$ cat src/design/gmdfs_pkg.sv
// gmdfs_pkg: shared types and constants for the grid maze path finder
// used by gmdfs_ctrl, gmdfs_dp and the top level

package gmdfs_pkg;

    localparam int MaxRows = 64;
    localparam int MaxCols = 64;

    typedef enum logic [1:0] {
        KIND_WRITE = 2'd0,
        KIND_SOLVE = 2'd1,
        KIND_READ  = 2'd2,
        KIND_NONE  = 2'd3
    } kind_t;

    typedef enum logic [1:0] {
        CODE_OPEN  = 2'd0,
        CODE_WALL  = 2'd1,
        CODE_START = 2'd2,
        CODE_EXIT  = 2'd3
    } code_t;

    typedef enum logic [1:0] {
        ST_OK     = 2'd0,
        ST_NOPATH = 2'd1,
        ST_BADCNT = 2'd2,
        ST_RANGE  = 2'd3
    } status_t;

    localparam logic [0:0] REG_ROWS = 1'b0;
    localparam logic [0:0] REG_COLS = 1'b1;

    // commands from controller to datapath
    typedef struct packed {
        logic scan_start;   // clear scan, clear and count registers and the depth
        logic scan_step;    // read next cell of active area
        logic scan_last;    // final scan data arriving
        logic init_push;    // push start cell
        logic top_read;     // load top position and direction from the stack
        logic explore;      // evaluate neighbor of top
        logic check;        // push the free neighbor, marking it unless it is the exit
        logic pop;          // back out of top
        logic clear_step;   // clear one mark
    } cmd_t;

    // status from datapath to controller
    typedef struct packed {
        logic scan_done;
        logic count_ok;
        logic dir_done;     // top exhausted all four directions
        logic nb_valid;     // neighbor inside bounds
        logic nb_exit;
        logic nb_free;      // not a wall and unmarked
        logic stack_empty;
        logic stack_full;
        logic clear_done;
    } stat_t;

endpackage

$ cat src/design/gmdfs_ctrl.sv
// gmdfs_ctrl: sequencer for the solve walk
// depends on gmdfs_pkg

module gmdfs_ctrl
    import gmdfs_pkg::*;
(
    input  logic  clk,
    input  logic  rst_n,
    input  logic  go,
    input  stat_t st,
    output cmd_t  cmd,
    output logic  done,
    output logic  fin_found,
    output logic  fin_bad
);

    typedef enum logic [10:0] {
        S_IDLE  = 11'b00000000001,
        S_CLEAR = 11'b00000000010,
        S_SCAN  = 11'b00000000100,
        S_SWAIT = 11'b00000001000,
        S_INIT  = 11'b00000010000,
        S_TOP   = 11'b00000100000,
        S_LOAD  = 11'b00001000000,
        S_EXPL  = 11'b00010000000,
        S_WAIT  = 11'b00100000000,
        S_CHECK = 11'b01000000000,
        S_DONE  = 11'b10000000000
    } state_t;

    state_t state_reg, state_next;
    logic found_reg, found_next, bad_reg, bad_next;

    always_ff @(posedge clk or negedge rst_n)
    begin
        if (!rst_n)
        begin
            state_reg <= S_IDLE;
            found_reg <= 1'b0;
            bad_reg   <= 1'b0;
        end
        else
        begin
            state_reg <= state_next;
            found_reg <= found_next;
            bad_reg   <= bad_next;
        end
    end

    always_comb
    begin
        state_next = state_reg;
        found_next = found_reg;
        bad_next   = bad_reg;
        cmd        = '0;
        done       = 1'b0;
        case (state_reg)
            S_IDLE:
            begin
                if (go)
                begin
                    cmd.scan_start = 1'b1;
                    found_next = 1'b0;
                    bad_next   = 1'b0;
                    state_next = S_CLEAR;
                end
            end
            S_CLEAR:
            begin
                cmd.clear_step = 1'b1;
                if (st.clear_done)
                    state_next = S_SCAN;
            end
            S_SCAN:
            begin
                cmd.scan_step = 1'b1;
                if (st.scan_done)
                    state_next = S_SWAIT;
            end
            S_SWAIT:
            begin
                cmd.scan_last = 1'b1;
                state_next = S_INIT;
            end
            S_INIT:
            begin
                if (!st.count_ok)
                begin
                    bad_next   = 1'b1;
                    state_next = S_DONE;
                end
                else
                begin
                    cmd.init_push = 1'b1;
                    state_next = S_TOP;
                end
            end
            S_TOP:
            begin
                if (st.stack_empty)
                    state_next = S_DONE;
                else
                begin
                    cmd.top_read = 1'b1;
                    state_next = S_LOAD;
                end
            end
            // stack read data lands in the top registers
            S_LOAD:
                state_next = S_EXPL;
            S_EXPL:
            begin
                if (st.dir_done)
                begin
                    cmd.pop = 1'b1;
                    state_next = S_TOP;
                end
                else
                begin
                    cmd.explore = 1'b1;
                    state_next = st.nb_valid ? S_WAIT : S_EXPL;
                end
            end
            S_WAIT:
                state_next = S_CHECK;
            S_CHECK:
            begin
                if (!st.nb_free || st.stack_full)
                    state_next = S_EXPL;
                else
                begin
                    cmd.check = 1'b1;
                    if (st.nb_exit)
                    begin
                        found_next = 1'b1;
                        state_next = S_DONE;
                    end
                    else
                        state_next = S_TOP;
                end
            end
            S_DONE:
            begin
                done = 1'b1;
                state_next = S_IDLE;
            end
            default:
                state_next = S_IDLE;
        endcase
    end

    assign fin_found = found_reg;
    assign fin_bad   = bad_reg;

endmodule

$ cat config.mk
export PLATFORM = sky130hd
export DESIGN_NAME = gmdfs_ctrl
export DESIGN_NICKNAME = d
export VERILOG_FILES = /design/src/design/gmdfs_pkg.sv /design/src/design/gmdfs_ctrl.sv
export SDC_FILE = /design/constraint.sdc
export NUM_CORES = 1
export LEC_CHECK = 0
export BUFFER_PORTS_ARGS = -buffer_cell sky130_fd_sc_hd__buf_2
export CORE_MARGIN = 2
export CORE_UTILIZATION = 45
export CTS_BUF_LIST = sky130_fd_sc_hd__clkbuf_4 sky130_fd_sc_hd__clkbuf_8 sky130_fd_sc_hd__clkbuf_16
export DETAILED_ROUTE_END_ITERATION = 10
export GPL_ROUTABILITY_DRIVEN = 0
export PLACE_DENSITY = 0.75
export SYNTH_ARGS = -nofsm -noshare
export SYNTH_HDL_FRONTEND = slang
export SYNTH_SLANG_ARGS = --single-unit
export TNS_END_PERCENT = 20
$ cat constraint.sdc
create_clock -name clk -period 5.1 [get_ports clk]
set_input_delay 1.02 -clock clk [delete_from_list [all_inputs] [get_ports clk]]
set_output_delay 1.02 -clock clk [all_outputs]
set_load 0.02 [all_outputs]
[After elaboration in Yosys (flattened, before gate mapping)]
Index checks and enable logic that the tools add are counted.
Operators by class
  equality and inequality tests: 17
  mux-type cells: 32
  reduce and logical (&&, ||, !) cells: 7
Operators by type and width (number)
  11-bit one-hot mux with 10 select lines: 1
  11-bit 2-to-1 mux: 7
  1-bit 2-to-1 mux: 20
  9-bit 2-to-1 mux: 2
  2-bit inequality test (second input constant): 6
  11-bit by 1-bit equality test with 1-bit output (second input constant): 1
  11-bit by 10-bit equality test with 1-bit output (second input constant): 1
  11-bit equality test (second input constant): 1
  11-bit by 2-bit equality test with 1-bit output (second input constant): 1
  11-bit by 3-bit equality test with 1-bit output (second input constant): 1
  11-bit by 4-bit equality test with 1-bit output (second input constant): 1
  11-bit by 5-bit equality test with 1-bit output (second input constant): 1
  11-bit by 6-bit equality test with 1-bit output (second input constant): 1
  11-bit by 7-bit equality test with 1-bit output (second input constant): 1
  11-bit by 8-bit equality test with 1-bit output (second input constant): 1
  11-bit by 9-bit equality test with 1-bit output (second input constant): 1
  3-bit AND reduction: 2
  1-bit one-hot mux with 2 select lines: 2
  4-bit AND reduction: 1
  2-bit nonzero test: 2
  1-bit logical NOT: 1
  1-bit logical OR: 1
Word-level totals
  flip-flop bits (word level): 13
  output and inout port bits: 12
  word-level logic and storage cells: 59

[Longest topological paths before layout]
Gate-level depths: netlist (run 1).
  word-level depth: 4
  mapped depth: 5
  gate-level depth less buffers: 4

[Worst setup path after synthesis (run 1)]
No wires, ideal clock.
  path type: input to output
  start point: input go
  end point: output cmd[8] in the netlist's numbering
  data arrival time: 1646 ps
  data required time: 4080 ps
  path slack: 2434 ps
  stages: 3
  buffers on the path: 0
  path through: nand2_1 -> or4_4 -> inv_1
RTL lines
  start, declared: line gmdfs_ctrl.sv:9  | input logic go,
  end, declared: line gmdfs_ctrl.sv:11  | output cmd_t cmd,

==> flow_metrics.tcl, run 1 <==
set metrics [dict create \
    die_x_um 45.7 \
    fin_ws_ns 2.12 \
    setup_tns_ns 0 \
    async_flop_share_pct 100 \
    instances_no_fill 128 \
    hp-start "fin_bad$_DFFE_PN0P_" \
    drc_errors 0 \
    dieArea_um2 2090 \
    regToRegStartpoint "state_reg[7]$_DFFE_PN0P_" \
    final-hold-violation-count 0 \
    syn-cell-area_um2 783 \
    dr.first_iter.drc_count 21 \
    clk_pin_slew_ns 0.08 \
    portBuffers 23 \
    diodes 0 \
    globalRouteOverflowTotal 0 \
    fmax_mhz 336 \
    min_period_over_period_pct 58.4 \
    ant_nets 0 \
    synth_edf_count 0 \
    r2r-end "fin_bad$_DFFE_PN0P_" \
    final_nets 124 \
    grt_use_total_pct 18.8 \
    numCtsBuffers 3 \
    setup_viol 0 \
    post_cts_buffers 0 \
    grt_pass1_vias 678 \
    relSlewSlack_pct 75.8 \
    ys_ff_latch 13 \
    clock_skew_ns 0.00143 \
    reg2regPathDepth 4 \
    dp_cells 124 \
    cts_tree "built" \
    holdBufCountCts 0 \
    nFillCells 144 \
    syn_area_per_cell_um2 9.21 \
    hold_path_end "fin_bad$_DFFE_PN0P_" \
    synthCells 85 \
    vias_per_cell 5.60 \
    grt_pass1_wl_mm 2.92 \
    power.leakage_nw 0.501 \
    crit_required_ns 4.08 \
    antenna_found_initial 0 \
    std_cell_rows 15 \
    hold_path_class "reg -> reg" \
    final.min_clock_period_ns 2.98 \
    reg2reg_setup_slack_ns 3.35 \
    rsz0062_at_grt "no" \
    synth_nets 97 \
    htreeDepth 1 \
    die_y_um 45.7 \
    syn2layout_area_growth_pct 20.3 \
    crit_path_start_kind "flip-flop" \
    drive_gt1_share_pct 30.6 \
    peakVddDrop_uv 228 \
    cts_buffer_depth 2 \
    avgRoutedWirePerCell_um 13.4 \
    hold-path-cell-count 1 \
    wl_mm 1.71 \
    end_kind "primary output" \
    dp_slack_ns 2.26 \
    status "complete, no violations" \
    io_pins 24 \
    largest_reg_flops 11 \
    ys_types 32 \
    ys_seq_area_share_pct 41.7 \
    maxCapViolations 0 \
    num_vias 717 \
    core_area_um2 1690 \
    cp_data_arrival_time_ns 1.96 \
    cts_root_buffer "clkbuf_4" \
    crit_fanout 8 \
    power_density_nw_per_um2 325 \
    grt_max_degree 14 \
    clk_latency_ns 0.27 \
    firstDrtPassIters 4 \
    clock-sinks 13 \
    crit_type "reg -> out" \
    synth_ff_type "dfrtp_1" \
    final_max_slew_viol_count 0 \
    hpwl_mm 1.33 \
    ctsResizeCount 0 \
    yosys_warnings 0 \
    worst_pin_slew_ns 0.360 \
    start_util_pct 46.4 \
]
-- power breakdown --
group	switching [W]	internal [W]	leakage (nW)
registers	0.0000178	0.000116	0.177
logic	0.0000591	0.0000424	0.306
clock network	0.0000351	0.0000356	0.0184
-- placed cells by master, fill, tap and decap left out --
cell type,Yosys,final
nand3_1,1,1
dfrtp_1,12,12
a31oi_1,1,1
nor2b_1,5,5
buf_2,0,23
a22oi_1,1,1
nor3_4,2,2
nand3b_2,1,1
and2_1,2,2
o32a_1,1,1
or4_4,1,1
o22a_1,1,1
o21a_1,1,1
o311ai_0,2,2
o21bai_1,1,1
clkbuf_4,0,4
dfstp_2,1,1
nand3b_1,1,1
nand4_1,3,3
or3_1,1,1
inv_1,8,8
o32ai_1,1,1
nor3_2,1,1
o21ai_0,2,2
nand2_1,5,5
and4_1,2,2
nand2b_1,4,4
nor2_1,8,8
a21o_1,1,1
nor3_1,8,8
a211o_1,1,1
nor4_4,1,1
a21oi_1,4,4
-- final cells by class --
| class | count | area [µm²] | share of cell area, % |
|---|---|---|---|
| flip-flops and latches | 13 | 327 | 34.7 |
| multi-input cells | 63 | 419 | 44.5 |
| well taps | 17 | 21.3 | 2.26 |
| repair buffers | 23 | 115 | 12.2 |
| clock buffers | 4 | 30.0 | 3.19 |
| inverters | 8 | 30.0 | 3.19 |
-- per-layer routing --
metal / share of wire (%) / track usage, % / vias up
li1: - / - / 363
met1: 47 / 28.3 / 334
met2: 49 / 27.6 / 18
met3: 3.6 / 2.38 / 2
met4: 0.58 / 6.86 / 0
met5: 0 / 0 / -
-- cells in the mapped netlist, types with 3 or more instances --
master     n  area, µm²
nand4_1    3       18.8
nor2b_1    5       31.3
dfrtp_1   12        300
a21oi_1    4       20.0
nor2_1     8       30.0
nand2_1    5       18.8
inv_1      8       30.0
nand2b_1   4       25.0
nor3_1     8       40.0
-- worst max-delay path by stage --
stage / startpoint / endpoint / slack (ns) / cells past startpoint
4_1_cts: state_reg[3]$_DFFE_PN0P_ / cmd[5] / 2.12 / 4
2_1_floorplan: go / cmd[8] / 2.43 / 3
3_5_place_dp: go / cmd[8] / 2.26 / 5
3_3_place_gp: go / cmd[8] / 2.26 / 5
5_1_grt: state_reg[3]$_DFFE_PN0P_ / cmd[5] / 1.97 / 4
6_report: state_reg[3]$_DFFE_PN0P_ / cmd[5] / 2.12 / 4
-- metrics by stage --
step | area (µm²) | total power [W] | util (%) | hold WS [ns]
2_1_floorplan | 783 | 0.000212 | - | 0.573
3_3_place_gp | 912 | 0.000233 | 54.0 | 0.459
3_5_place_dp | 912 | 0.000236 | 54.0 | 0.468
4_1_cts | 942 | 0.000307 | 55.8 | 0.489
5_1_grt | 942 | 0.000326 | 55.8 | 0.524
6_report | 942 | 0.000306 | 55.8 | 0.489
-- worst max-delay path: stages (launching register included) --
cell	delay [ns]
dfrtp_1	0.50
nor4_4	0.45
nand3_1	0.29
nor3_2	0.25
buf_2	0.19
-- kinds of logic (layout without fill, tap and decap cells) --
| kind of cell | Yosys count | count (layout) | share of synthesized area, % |
|---|---|---|---|
| and+or+nand+nor | 46 | 46 | 38.2 |
| AOI/OAI and AO/OA | 17 | 17 | 15.3 |
| DFF | 13 | 13 | 41.7 |
| buffers and inverters | 9 | 35 | 4.79 |
Note: power is estimated with default switching activity, not from simulation.
==> run 2: changes to the inputs <==
==> constraint.sdc (replaced) <==
create_clock -name clk -period 2.84 [get_ports clk]
set_input_delay 0.568 -clock clk [delete_from_list [all_inputs] [get_ports clk]]
set_output_delay 0.568 -clock clk [all_outputs]
set_load 0.02 [all_outputs]
==> run 2 against run 1 <==
Final cell count unchanged. Global-route usage down 1.5 points. Power up 79%. Critical path depth up 1. Register-to-register slack worse by 2.3 ns. Sequential share of layout area unchanged. Final area unchanged. Critical path type unchanged. Critical endpoint is now cmd[8]. Highest routed layer unchanged.
==> flow_metrics.tcl, run 2 (synthesized netlist as in run 1, its figures left out) <==
set metrics [dict create \
    status "complete, no violations" \
    avgRoutedWirePerCell_um 12.9 \
    cts_tree "built" \
    maxCapViolations 0 \
    crit_required_ns 2.27 \
    largest_reg_flops 11 \
    holdBufCountCts 0 \
    grt_pass1_vias 597 \
    p_comb_share_pct 33.2 \
    dr.first_iter.drc_count 21 \
    cp_top_family "simple AND/OR/NAND/NOR gates" \
    final-hold-violation-count 0 \
    min_period_over_period_pct 87.9 \
    final_cell_mix "buf_2, dfrtp_1, inv_1, nor3_1, nor2_1" \
    die_x_um 45.7 \
    final_common_cell "buf_2" \
    path_cells "nor3_4 > nand3b_2 > or4_4 > inv_1 > buf_2" \
    setup_viol 0 \
    hold_path_class "in -> async" \
    relSlewSlack_pct 75.5 \
    cp_data_arrival_time_ns 1.93 \
    power_density_nw_per_um2 582 \
    clock_skew_ns 0.00229 \
    final_nets 124 \
    start_util_pct 46.4 \
    power.switching_w 0.000200 \
    peakVddDrop_uv 397 \
    setup_tns_ns 0 \
    final.min_clock_period_ns 2.50 \
    end_kind "primary output" \
    clock-sinks 13 \
    crit_type "reg -> out" \
    grt_pass1_wl_mm 2.58 \
    fin_ws_ns 0.344 \
    p_int_w 0.000348 \
    portBuffers 23 \
    clk_latency_ns 0.27 \
    p_sw_share_pct 36.5 \
    drc_errors 0 \
    timing.critical_path.buf_inv 2 \
    core_area_um2 1690 \
    slowest_stage "or4_4" \
    seqPwrFrac_pct 43.7 \
    num_vias 698 \
    post_cts_buffers 0 \
    diodes 0 \
    dp_slack_ns 0.646 \
    firstDrtPassIters 4 \
    hpwl_mm 1.30 \
    clkPwrFrac_pct 23.0 \
    die_y_um 45.7 \
    dieArea_um2 2090 \
    cts_buffer_depth 2 \
    grt_use_total_pct 17.3 \
    globalRouteOverflowTotal 0 \
    power.leakage_nw 0.501 \
    numCtsBuffers 3 \
    clk_pin_slew_ns 0.08 \
    crit_path_start_kind "flip-flop" \
    ant_nets 0 \
    cts_root_buffer "clkbuf_4" \
    syn2layout_area_growth_pct 20.3 \
    crit_fanout 7 \
    ctsResizeCount 0 \
    fmax_mhz 401 \
    antenna_found_initial 0 \
    rsz0062_at_grt "no" \
    slowest_delay_ns 0.53 \
    grt_max_degree 14 \
    htreeDepth 1 \
    wl_mm 1.65 \
    io_pins 24 \
    vias_per_cell 5.45 \
    worst_pin_slew_ns 0.365 \
    final_max_slew_viol_count 0 \
    std_cell_rows 15 \
    drive_gt1_share_pct 30.6 \
]
-- run 2: final timing paths --
path                                                from                  endpoint  slack, ns  depth (start not counted)
worst max-delay path            state_reg[7]$_DFFE_PN0P_                    cmd[8]       0.34                          5
worst min-delay path                               rst_n  state_reg[1]$_DFFE_PN0P_       0.17                          1
worst max register to register  state_reg[7]$_DFFE_PN0P_       fin_bad$_DFFE_PN0P_       1.10                          4
worst min register to register       fin_bad$_DFFE_PN0P_       fin_bad$_DFFE_PN0P_       0.50                          1
max in group asynchronous                          rst_n  state_reg[0]$_DFFE_PN1P_       2.39                          1
min in group clk                                   st[2]  state_reg[6]$_DFFE_PN0P_       0.48                          2
-- run 2: per-stage QoR --
stage / cells / power, W / hold slack, ns / utilization, % / cell area [µm²]
after floorplan: 85 / 0.000380 / 0.272 / - / 783
after global placement: 124 / 0.000419 / 0.457 / 54.0 / 912
after detailed placement: 124 / 0.000424 / 0.468 / 54.0 / 912
after CTS: 128 / 0.000552 / 0.164 / 55.8 / 942
after global routing: 128 / 0.000582 / 0.175 / 55.8 / 942
final: 128 / 0.000548 / 0.168 / 55.8 / 942
-- run 2: power groups by stage --
stage | registers (W) | logic, W | clock network, W
after floorplan | 0.000237 | 0.000143 | 0
after global placement | 0.000242 | 0.000178 | 0
after detailed placement | 0.000243 | 0.000181 | 0
after CTS | 0.000239 | 0.000182 | 0.000131
after global routing | 0.000242 | 0.000201 | 0.000139
final | 0.000240 | 0.000182 | 0.000126
-- run 2: cell type report --
type	instances	area, µm²
multi-input combinational	63	419
tap	17	21.3
timing repair buffer	23	115
inverter	8	30.0
sequential	13	327
fill	163	747
clock buffer	4	30.0
-- run 2: layer usage --
| metal | up-vias | global-route usage (%) | wire length, µm |
|---|---|---|---|
| met3 | 2 | 3.57 | 64 |
| met5 | - | 0 | 0 |
| met2 | 15 | 26.8 | 791 |
| met1 | 317 | 23.7 | 781 |
| li1 | 364 | - | - |
| met4 | 0 | 6.86 | 12 |
